## src/rtl/core/tsbe_pkg.sv

```systemverilog
// Shared types, constants and arithmetic helpers for the tagged stack executor.
package tsbe_pkg;
	localparam int StackDepth = 256;
	localparam int PoolDepth = 1024;
	localparam int FracBits = 32;
	localparam int SpW = $clog2(StackDepth);
	localparam int CntW = SpW + 1;
	localparam int PiW = $clog2(PoolDepth);
	localparam int QueueDepth = 2;

	localparam logic [1:0] TAG_BOOL = 2'd0;
	localparam logic [1:0] TAG_NULL = 2'd1;
	localparam logic [1:0] TAG_NUM = 2'd2;

	localparam logic [1:0] MODE_EXEC = 2'd0;
	localparam logic [1:0] MODE_LOAD = 2'd1;
	localparam logic [1:0] MODE_CLEAR = 2'd2;

	localparam logic [7:0] OP_CONST = 8'd0;
	localparam logic [7:0] OP_CONST_LONG = 8'd1;
	localparam logic [7:0] OP_NULL = 8'd2;
	localparam logic [7:0] OP_TRUE = 8'd3;
	localparam logic [7:0] OP_LIT_FALSE = 8'd4;
	localparam logic [7:0] OP_EQ = 8'd5;
	localparam logic [7:0] OP_GT = 8'd6;
	localparam logic [7:0] OP_LT = 8'd7;
	localparam logic [7:0] OP_ADD = 8'd8;
	localparam logic [7:0] OP_SUB = 8'd9;
	localparam logic [7:0] OP_MUL = 8'd10;
	localparam logic [7:0] OP_DIV = 8'd11;
	localparam logic [7:0] OP_NOT = 8'd12;
	localparam logic [7:0] OP_NEG = 8'd13;
	localparam logic [7:0] OP_RET = 8'd14;

	localparam logic [2:0] ST_OK = 3'd0;
	localparam logic [2:0] ST_RET = 3'd1;
	localparam logic [2:0] ST_TYPE = 3'd2;
	localparam logic [2:0] ST_UNDER = 3'd3;
	localparam logic [2:0] ST_OVER = 3'd4;

	localparam logic [63:0] SMAX = 64'h7FFF_FFFF_FFFF_FFFF;
	localparam logic [63:0] SMIN = 64'h8000_0000_0000_0000;

	// Operation classes decided in the front part
	typedef enum logic [3:0] {
		K_NOP, K_PUSH_POOL, K_PUSH_IMM, K_CMP_EQ, K_GT, K_LT, K_ADD, K_SUB,
		K_MUL, K_DIV, K_NOT, K_NEG, K_RET, K_CLEAR
	} kind_t;

	typedef struct packed {
		kind_t kind;
		logic [1:0] tag;     // pool tag or immediate tag
		logic [63:0] value;  // pool payload or immediate payload
	} cmd_t;

	function automatic logic [63:0] sat_mag(input logic neg, input logic [64:0] mag);
		if (!neg) return (mag > {1'b0, SMAX}) ? SMAX : mag[63:0];
		return (mag > {1'b0, SMIN}) ? SMIN : (64'd0 - mag[63:0]);
	endfunction
endpackage

```

## src/rtl/core/tsbe_queue.sv

```systemverilog
// Short command queue between front and back parts.
module tsbe_queue (
	input  logic           clk,
	input  logic           arst_n,
	input  logic           wr_valid,
	output logic           wr_ready,
	input  tsbe_pkg::cmd_t wr_cmd,
	output logic           rd_valid,
	input  logic           rd_ready,
	output tsbe_pkg::cmd_t rd_cmd
);
	import tsbe_pkg::*;

	cmd_t ent_q [QueueDepth];
	logic wp_q, rp_q;
	logic [1:0] cnt_q;

	wire push = wr_valid && wr_ready;
	wire pop = rd_valid && rd_ready;

	assign wr_ready = cnt_q != 2'(QueueDepth);
	assign rd_valid = cnt_q != 2'd0;
	assign rd_cmd = ent_q[rp_q];

	always_ff @(posedge clk) begin
		if (push) begin
			ent_q[wp_q] <= wr_cmd;
		end
	end

	always_ff @(posedge clk or negedge arst_n) begin
		if (!arst_n) begin
			wp_q <= 1'b0;
			rp_q <= 1'b0;
			cnt_q <= '0;
		end else begin
			if (push) wp_q <= ~wp_q;
			if (pop) rp_q <= ~rp_q;
			cnt_q <= cnt_q + 2'(push) - 2'(pop);
		end
	end

	assert property (@(posedge clk) disable iff (!arst_n) cnt_q <= 2'(QueueDepth))
		else $error("queue count out of range");
	assert property (@(posedge clk) disable iff (!arst_n)
		(cnt_q == 2'(QueueDepth) && !pop) |=> cnt_q == 2'(QueueDepth))
		else $error("full queue lost an entry");
	assert property (@(posedge clk) disable iff (!arst_n)
		(cnt_q == 2'd0) |-> !pop)
		else $error("pop from empty queue");
endmodule

```

## config.mk

```make
export PLATFORM = sky130hd
export DESIGN_NAME = tsbe_queue
export DESIGN_NICKNAME = d
export VERILOG_FILES = /design/src/rtl/core/tsbe_pkg.sv /design/src/rtl/core/tsbe_queue.sv
export SDC_FILE = /design/constraint.sdc
export NUM_CORES = 1
export LEC_CHECK = 0
export CORE_ASPECT_RATIO = 1.2
export CORE_MARGIN = 8
export CORE_UTILIZATION = 55
export DETAILED_ROUTE_END_ITERATION = 10
export DONT_BUFFER_PORTS = 1
export GPL_TIMING_DRIVEN = 0
export PLACE_DENSITY = 0.76
export SYNTH_ARGS = -nofsm -noshare
export SYNTH_HDL_FRONTEND = slang
export SYNTH_SLANG_ARGS = --single-unit
```

## constraint.sdc

```tcl
create_clock -name clk -period 5.25 [get_ports clk]
set_input_delay 0.525 -clock clk [delete_from_list [all_inputs] [get_ports clk]]
set_output_delay 0.525 -clock clk [all_outputs]
set_load 0.02 [all_outputs]
```

# Word-level counts from Yosys, hierarchy flattened

Memory sizes are Yosys's and may differ from the RTL's.
Index checks and enable logic that the tools add are counted.

$add $sub $neg: 2
Equal/unequal tests: 1
Mux-type cells: 2
Bitwise logic cells: 2
Reductions and logical operators: 3

Operator list:

| cell                                          | number |
|---|---|
| 2-bit by 1-bit adder with 2-bit output        | 1 |
| 1-bit logical AND                             | 2 |
| 1-bit 2-to-1 mux                              | 2 |
| 2-bit inequality test (second input constant) | 1 |
| 1-bit inverter                                | 2 |
| 2-bit nonzero test                            | 1 |
| 2-bit by 1-bit subtractor with 2-bit output   | 1 |

Register bits: 4
Bits in writable memories: 140
Output and inout bits: 72
Memories: 1

Memory list:

| name  | depth | bits a word | read ports | clocked after memory_dff | write ports | line             | RTL |
|---|---|---|---|---|---|---|---|
| ent_q | 2     | 70          | 1          | 0                        | 1           | tsbe_queue.sv:14 | `cmd_t ent_q [QueueDepth];` |

# Depth between registers and ports, before layout

Gate-level depths: netlist of run 1.

Depth after elaboration: 4
Depth in mapped cells: 7

# Worst setup path after synthesis of run 1

Ideal clock, no wire load.

Path type: reg-to-reg
Start point: reg cnt_q[1]
End point: mem ent_q[0][0] (netlist name) (enable)
Library setup time: 499 ps
Arrival time: 3681 ps
Required time: 4751 ps
Setup slack: 1070 ps
Stages on the path, launching flop included: 4
Buffers on the path: 0
Cells stage by stage: dfrtp_1 nand2b_1 nand2_1 nor2_1

Longest elaborated chain between the ends: 4

RTL lines:

| what                                   | line             | RTL |
|---|---|---|
| start, declared                        | tsbe_queue.sv:16 | `logic [1:0] cnt_q;` |
| start signal, assigned                 | tsbe_queue.sv:39 | `cnt_q <= cnt_q + 2'(push) - 2'(pop);` |
| 2-bit inequality test                  | tsbe_queue.sv:21 | `assign wr_ready = cnt_q != 2'(QueueDepth);` |
| named net wr_ready                     | tsbe_queue.sv:6  | `output logic wr_ready,` |
| 1-bit logical AND                      | tsbe_queue.sv:18 | `wire push = wr_valid && wr_ready;` |
| 1-bit 2-to-1 mux                       | tsbe_queue.sv:26 | `if (push) begin` |
| 1-bit 2-to-1 mux (implied by the code) | tsbe_queue.sv:27 | `ent_q[wp_q] <= wr_cmd;` |
| end, declared                          | tsbe_queue.sv:14 |  |

The timed path passes the listed nets, and every way through them passes these cells.

# Worst setup path in the final report of run 1

Start point: reg cnt_q[1]
End point: mem ent_q[0][1] (netlist name) (enable)

The elaborated chain is that of the path after synthesis.

==> metrics.txt, run 1 <==
first-pass GRT wire length=13610 µm; Reg clk slew, reported paths=0.06 ns; worst rel slew slack=0.4934; register bit total from synthesis=144; CTS tree=yes; WL/cell=23.81 µm; RePlAce Congestion=0.6515; Buf/Inv on CP=1; Reg2Reg Capture Point=ent_q[0][1]$_DFFE_PP_; Main synth FF type=edfxtp_1; io pins=146; Root Buffer=clkbuf_16; IO Port Bufs=0; Setup Skew=0.006377 ns; CTS Buf Count=17; CP max stage delay=0.62 ns; Critical Path Slowest Stage Cell=nor2_4; Max Cap Viol=0; Synth top area share=0.7505; H-tree level count=4; syn_nets=311; largest net degree at the start of global routing=40; initial antenna violation count=0; fin nets=334; hold endpoint=ent_q[1][64]$_DFFE_PP_; Synth async-reset ratio=0.02778; Die Y=126.6 µm; Post-CTS Setup Inserts=0; num rows=40; router iterations before antenna repair=4; sequential area share after synthesis=0.7684; Worst Tran Pin Value=0.7581 ns; critical path class=reg -> reg; pre-CTS setup slack=3.099 ns; WHS Path Cells=0; total gr overflow=0; Hold Startpoint=wr_cmd[64]; RSZ-0062 raised after global routing=false; worst-path cell chain=nand2b_1, nand2_1, nor2_4, buf_12; Clock Tree Buf Depth=2; Worst Path Arrival=2.18 ns; achievable clock frequency=0.4784 GHz; leak pwr=2.362 nW; Final WS setup=3.160 ns; Final Hold Violating Endpoints=0; synth top area cells=edfxtp_1, mux2_4, buf_12; DR DRC count=0; Final ANT Viol Nets=0; Synth Cell Area=5602 µm²; worst r2r path cells=4; drt total wl=9454 µm; layout cell share with drive strength beyond 1=0.4059; switching part of the total=0.3015; Max Slew Vio Count=0; Layout area overhead=15.19%; clock latency on the worst-skew pair=0.40 ns; Die X=108.1 µm; Peak VDD IR=0.5015 mV; Sequential Power Share=0.387; drt via density=5.408; outcome=completed; Worst Hold Class=in -> reg; CP required=5.34 ns; Pwr Density=657.3 nW/µm²; min Tclk post-route=2.090 ns; most common cell in the netlist=edfxtp_1; Clock Power Share=0.286; internal power=2.963 mW; Initial Util=0.5624; drt initial violations=92; clock sink count=144; GRT Total Usage=0.1379; leading area contributor after synthesis=edfxtp_1; die area=13680 µm²; Max FO, Critical Path=31; setup slack, reg-to-reg=3.16 ns; routed vias=2147; EDFF count, synth=140; vias in the first global route=2359; Synth top cells by count=edfxtp_1, mux2_4, buf_12; Syn. warnings=0; CP delay by family, top=simple AND/OR/NAND/NOR gates; Reg-to-Reg Start=cnt_q[1]$_DFF_PN0_; Finish-stage setup viols=0; HPWL after DPL=6498 µm; combinational share of power=0.327; Core ar.=9960 µm²; Diodes inserted=0; Post-Syn Area per Cell=23.84 µm²; Syn Inst Count=235; unique cell type count in the Yosys netlist=16; Setup crit end kind=flop; crit start category=flop; fin crit share=0.3982; switching power=1.279 mW; worst hold margin=0.2167 ns
-- how the worst max path moves through the flow --
stage                             from                endpoint  slack, ns  depth (start not counted)
floorplan           cnt_q[1]$_DFF_PN0_   ent_q[0][0]$_DFFE_PP_       1.07                          3
global placement    cnt_q[1]$_DFF_PN0_  ent_q[0][38]$_DFFE_PP_      -0.42                          3
detailed placement  cnt_q[0]$_DFF_PN0_   ent_q[0][0]$_DFFE_PP_       3.10                          4
CTS                 cnt_q[0]$_DFF_PN0_   ent_q[0][7]$_DFFE_PP_       3.11                          4
global route        cnt_q[0]$_DFF_PN0_   ent_q[0][1]$_DFFE_PP_       3.02                          4
finish              cnt_q[1]$_DFF_PN0_   ent_q[0][1]$_DFFE_PP_       3.16                          4
-- registers in the layout, summed over array words and instances (netlist names) --
| name | flops |
|---|---|
| cnt_q | 2 |
| ent_q | 140 |
| wp_q | 1 |
| rp_q | 1 |
-- power groups by stage --
stage	Clock [mW]	Sequential, mW	Combinational, mW
final	1.21	1.64	1.39
after global routing	1.27	1.66	1.46
after CTS	1.23	1.65	1.42
after detailed placement	0	1.67	1.42
after global placement	0	1.69	1.36
after floorplan	0	1.67	1.19
-- logic make-up after synthesis --
logic type / after synthesis / synth area share
flip-flops: 144 / 0.7684
multiplexers: 70 / 0.1870
buffers and inverters: 9 / 0.02770
AND/OR/NAND/NOR: 6 / 0.006255
XOR/XNOR: 4 / 0.006255
adder cells (fa/ha/maj): 2 / 0.004467
-- area by class of cell --
class	count	area (µm²)
Multi-Input combinational cell	82	1155
Buffer	8	151.4
Fill cell	636	3507
Sequential cell	144	4304
Clock buffer	20	436.7
Tap cell	126	157.7
Inverter	1	3.754
Timing Repair Buffer	4	77.57
Clock inverter	12	166.4
-- worst register-to-register path: stages (launching register included) --
cell	delay [ns]
dfrtp_1	0.40
nand2b_1	0.24
nand2_1	0.20
nor2_4	0.62
buf_12	0.30
-- repair_timing --
| item | in CTS | in global routing |
|---|---|---|
| hold buffers | 1 | 0 |
| setup endpoints to repair | 0 | 0 |
| resized for setup | 0 | 0 |
| endpoints found under the hold margin | 4 | 0 |
-- placed cells by master (no fill, tap or decap), types with 2 or more instances in the layout --
cell / Yosys / routed
edfxtp_1: 140 / 140
xnor2_1: 3 / 3
clkbuf_1: 0 / 3
clkinv_4: 0 / 2
clkinv_2: 0 / 2
buf_12: 7 / 9
ha_1: 2 / 2
clkbuf_16: 0 / 17
mux2_4: 69 / 69
dfrtp_1: 4 / 4
clkinv_1: 0 / 3
bufinv_16: 0 / 4
-- metrics by stage --
step | instance area (µm²) | util | cells | TNS (ns) | power [mW]
final | 6452 | 0.6479 | 397 | 0 | 4.241
after global routing | 6452 | 0.6479 | 397 | 0 | 4.393
after detailed placement | 5839 | 0.5863 | 364 | 0 | 3.087
after CTS | 6452 | 0.6479 | 397 | 0 | 4.303
after floorplan | 5602 | - | 235 | 0 | 2.856
after global placement | 5759 | 0.5783 | 361 | -29.29 | 3.046
-- layer usage --
metal | vias to the layer above | global-route usage | wire [µm]
met5 | - | 0 | 0
met4 | 0 | 0.07038 | 204
met3 | 15 | 0.06535 | 893
met2 | 84 | 0.2306 | 5047
met1 | 1072 | 0.1390 | 3308
li1 | 976 | - | -
No activity file was read; power rests on OpenSTA's default activity.
==> inputs of run 2 (changes only) <==
Clock period 5.25 ns to 2.1 ns, I/O delays scaled along.
==> run 2 against run 1 <==
  * Die area stayed put
  * Combinational power grew to 2.6 times the previous value
  * Critical path depth stayed put
  * Largest power group unchanged
==> metrics.txt, run 2 (synthesized netlist as in run 1, its figures left out) <==
outcome=completed; commonest non-fill, non-tap cells in the layout=edfxtp_1, dlygate4sd3_1, mux2_4, clkbuf_16, buf_12; Top Registers=ent_q x140, cnt_q x2; commonest non-fill, non-tap cell in the layout=edfxtp_1; total gr overflow=0; setup slack, reg-to-reg=0.19 ns; Layout area overhead=27.92%; pre-CTS setup slack=0.1652 ns; Reg-to-Reg Start=cnt_q[1]$_DFF_PN0_; initial antenna violation count=1; Final ANT Viol Nets=0; CTS Buf Count=17; Hold Startpoint=wr_valid; RSZ-0062 raised after global routing=false; Setup crit end kind=flop; CP required=2.19 ns; Final Hold Violating Endpoints=0; drt via density=5.232; WL/cell=21.53 µm; Reg clk slew, reported paths=0.05 ns; Worst Hold Class=in -> reg; vias in the first global route=2637; setup TNS=0 ns; CTS tree=yes; worst r2r path cells=4; layout cell share with drive strength beyond 1=0.3343; DR DRC count=0; clock latency on the worst-skew pair=0.39 ns; clock sink count=144; achievable clock frequency=0.5226 GHz; met2 routed WL=5583 µm; Largest register FFs=140; Max Cap Viol=0; Largest Register=ent_q; Die Y=126.6 µm; num rows=40; Core ar.=9960 µm²; Die X=108.1 µm; Max FO, Critical Path=25; leak pwr=2.658 nW; io pins=146; fin crit share=0.9112; worst hold margin=0.02845 ns; routed vias=2433; IO Port Bufs=0; Peak VDD IR=1.018 mV; min Tclk post-route=1.914 ns; crit start category=flop; met3 WL post-DR=611 µm; first-pass GRT wire length=14840 µm; HPWL after DPL=6550 µm; overall power=10.72 mW; Worst Path Arrival=2.01 ns; drt initial violations=99; Final WS setup=0.1864 ns; Pwr Density=1497 nW/µm²; largest net degree at the start of global routing=46; Root Buffer=clkbuf_16; RePlAce Congestion=0.6724; die area=13680 µm²; critical path class=reg -> reg; GRT Total Usage=0.1484; WHS Path Cells=2; fin nets=404; Initial Util=0.5624; Max Slew Vio Count=0; Resize count post-CTS=0; Metal-1 WL=3547 µm; Finish-stage setup viols=0; H-tree level count=4; router iterations before antenna repair=4; Clock Tree Buf Depth=2; Setup Skew=0.003855 ns; top layer in use=met4; Worst Tran Pin Value=0.8246 ns; hold endpoint=wp_q$_DFFE_PN0N_; worst rel slew slack=0.4490; Reg2Reg Capture Point=ent_q[0][37]$_DFFE_PP_; drt total wl=10010 µm
run 2: what timing repair did:
| item | CTS | global route |
|---|---|---|
| hold buffers | 71 | 0 |
| setup buffers | 0 | 0 |
| endpoints found under the hold margin | 144 | 0 |
run 2: how the worst max path moves through the flow:
stage | start | to | cells after the start | slack (ns)
2_1_floorplan | cnt_q[1]$_DFF_PN0_ | ent_q[0][0]$_DFFE_PP_ | 3 | 0.003
5_1_grt | cnt_q[1]$_DFF_PN0_ | ent_q[0][38]$_DFFE_PP_ | 4 | 0.07
3_3_place_gp | cnt_q[1]$_DFF_PN0_ | ent_q[0][4]$_DFFE_PP_ | 3 | -0.54
4_1_cts | cnt_q[1]$_DFF_PN0_ | ent_q[0][31]$_DFFE_PP_ | 4 | 0.15
6_report | cnt_q[1]$_DFF_PN0_ | ent_q[0][37]$_DFFE_PP_ | 4 | 0.19
3_5_place_dp | cnt_q[1]$_DFF_PN0_ | ent_q[0][43]$_DFFE_PP_ | 4 | 0.17
run 2: cell type report:
cell class / instances / area, µm²
clock buffer: 18 / 429.2
antenna: 1 / 2.502
multi-input combinational: 82 / 1165
timing repair buffer: 74 / 785.8
tap: 126 / 157.7
sequential: 144 / 4304
inverter: 1 / 3.754
clock inverter: 11 / 166.4
buffer: 8 / 151.4
fill: 576 / 2794
run 2: where the power goes:
part | leakage [nW] | switching [mW] | internal (mW)
sequential | 1.35 | 0.180 | 3.93
combinational | 1.03 | 2.02 | 1.61
clock | 0.286 | 1.02 | 1.96
total | 2.66 | 3.22 | 7.51
run 2: layer usage:
| layer | track usage | vias to the layer above |
|---|---|---|
| met5 | 0 | - |
| met4 | 0.09083 | 0 |
| li1 | - | 1117 |
| met2 | 0.2568 | 84 |
| met3 | 0.04205 | 16 |
| met1 | 0.1538 | 1216 |
run 2: critical path: stages (launching register included):
cell,delay [ns]
dfrtp_1,0.43
nand2b_4,0.14
nand2_2,0.10
nor2_4,0.66
buf_12,0.27
run 2: stage by stage:
| step | utilization | cell area, µm² | std cells |
|---|---|---|---|
| after global placement | 0.5802 | 5778 | 361 |
| after floorplan | - | 5620 | 235 |
| after CTS | 0.7192 | 7163 | 464 |
| final | 0.7195 | 7166 | 465 |
| after detailed placement | 0.5881 | 5857 | 364 |
| after global routing | 0.7195 | 7166 | 465 |
==> inputs of run 3 (changes only) <==
Settings changed: CORE_UTILIZATION 55 to 50, PLACE_DENSITY 0.76 to 0.71.
==> run 3 against run 2 <==
  * Non-clock buffer count rose by 1
  * Register-to-register slack is essentially flat
  * Total power up 1.0%
  * Critical path depth did not move
  * Clock power up 3%
  * Worst hold slack gained 0.0079 ns
  * Via count grew 0.37%
  * Fmax increased by 0.58%
  * Critical endpoint is now ent_q[0][53]$_DFFE_PP_
  * Sequential share of layout area down 0.27 points
  * Final area is 0.45% higher
==> metrics.txt, run 3 (synthesized netlist as in run 1, its figures left out) <==
Final Hold Violating Endpoints=0; Root Buffer=clkbuf_16; RSZ-0062 raised after global routing=false; crit start category=flop; Max Slew Vio Count=0; Die Y=132.0 µm; Pwr Density=1505 nW/µm²; CP max stage delay=0.62 ns; leak pwr=2.667 nW; Largest register FFs=140; clock latency on the worst-skew pair=0.40 ns; Max FO, Critical Path=24; min Tclk post-route=1.903 ns; Largest Register=ent_q; CP required=2.20 ns; Peak VDD IR=1.036 mV; clock sink count=144; layout cell share with drive strength beyond 1=0.3392; Setup Skew=0.004847 ns; WHS Path Cells=2; CTS tree=yes; num rows=42; RePlAce Congestion=0.6226; worst hold margin=0.03634 ns; IO Port Bufs=0; drt initial violations=80; Inst Count DP=370; CTS Buf Count=17; Layout area overhead=28.50%; WL/cell=20.85 µm; achievable clock frequency=0.5256 GHz; Setup crit end kind=flop; outcome=completed; Diodes inserted=0; Resize count post-CTS=0; Top Registers=ent_q x140, cnt_q x2; first-pass GRT wire length=15400 µm; commonest non-fill, non-tap cells in the layout=edfxtp_1, dlygate4sd3_1, mux2_4, clkbuf_16, buf_12; Critical Path Slowest Stage Cell=nor2_4; non-filler cells, final=474; DR DRC count=0; worst rel slew slack=0.4920; H-tree level count=4; Die X=112.6 µm; CP delay by family, top=simple AND/OR/NAND/NOR gates; drt total wl=9885 µm; fin nets=405; worst-path cell chain=nand2b_4, nand2_2, nor2_4, buf_12; worst r2r path cells=4; Initial Util=0.5100; router iterations before antenna repair=4; Finish-stage setup viols=0; Post-CTS Setup Inserts=0; hold buffers post-CTS=72; overall power=10.83 mW; critical path class=reg -> reg; Worst Path Arrival=2.00 ns; GRT Total Usage=0.1382; Buf/Inv on CP=1; HPWL after DPL=6444 µm; vias in the first global route=2770; Reg clk slew, reported paths=0.05 ns; total gr overflow=0; Max Cap Viol=0; largest net degree at the start of global routing=47; die area=14860 µm²; drt via density=5.152; Clock Tree Buf Depth=2; Final ANT Viol Nets=0; routed vias=2442; fin crit share=0.9060; Worst path depth=4; Worst Hold Class=in -> reg; commonest non-fill, non-tap cell in the layout=edfxtp_1; initial antenna violation count=0; Core ar.=10980 µm²; Worst Tran Pin Value=0.7602 ns; io pins=146
run 3: metrics by stage:
stage	util	TNS [ns]	worst slack [ns]	area (µm²)
floorplan	-	0	0.003173	5620
detailed placement	0.5333	0	0.1733	5857
global route	0.6554	0	0.06891	7198
CTS	0.6554	0	0.1665	7198
finish	0.6554	0	0.1974	7198
global placement	0.5268	-56.53	-0.5595	5786
run 3: power by group:
part | switching [mW] | total [mW] | internal (mW)
logic | 2.04 | 3.64 | 1.60
registers | 0.176 | 4.11 | 3.93
clock network | 1.09 | 3.08 | 1.99
run 3: area by class of cell:
cell class | count | area, µm²
sequential | 144 | 4304
clock inverter | 13 | 187.7
multi-input combinational | 82 | 1165
inverter | 1 | 3.754
clock buffer | 19 | 432.9
tap | 132 | 165.2
buffer | 8 | 151.4
fill | 702 | 3785
timing repair buffer | 75 | 788.3
run 3: final timing paths:
check,startpoint,to,slack (ns)
min,rd_ready,rp_q$_DFFE_PN0P_,0.04
max,cnt_q[1]$_DFF_PN0_,ent_q[0][53]$_DFFE_PP_,0.20
min reg2reg,cnt_q[0]$_DFF_PN0_,cnt_q[0]$_DFF_PN0_,0.57
max in group asynchronous,arst_n,rp_q$_DFFE_PN0P_,1.82
max reg2reg,cnt_q[1]$_DFF_PN0_,ent_q[0][53]$_DFFE_PP_,0.20
min in group asynchronous,arst_n,wp_q$_DFFE_PN0N_,0.09
run 3: metal layers:
layer  global-route usage  up-vias  wire, µm
met5                    0        -         0
met4              0.06837        0       208
met3              0.06095       11       773
met2               0.2419       88      5336
met1               0.1350     1223      3567
li1                     -     1120         -
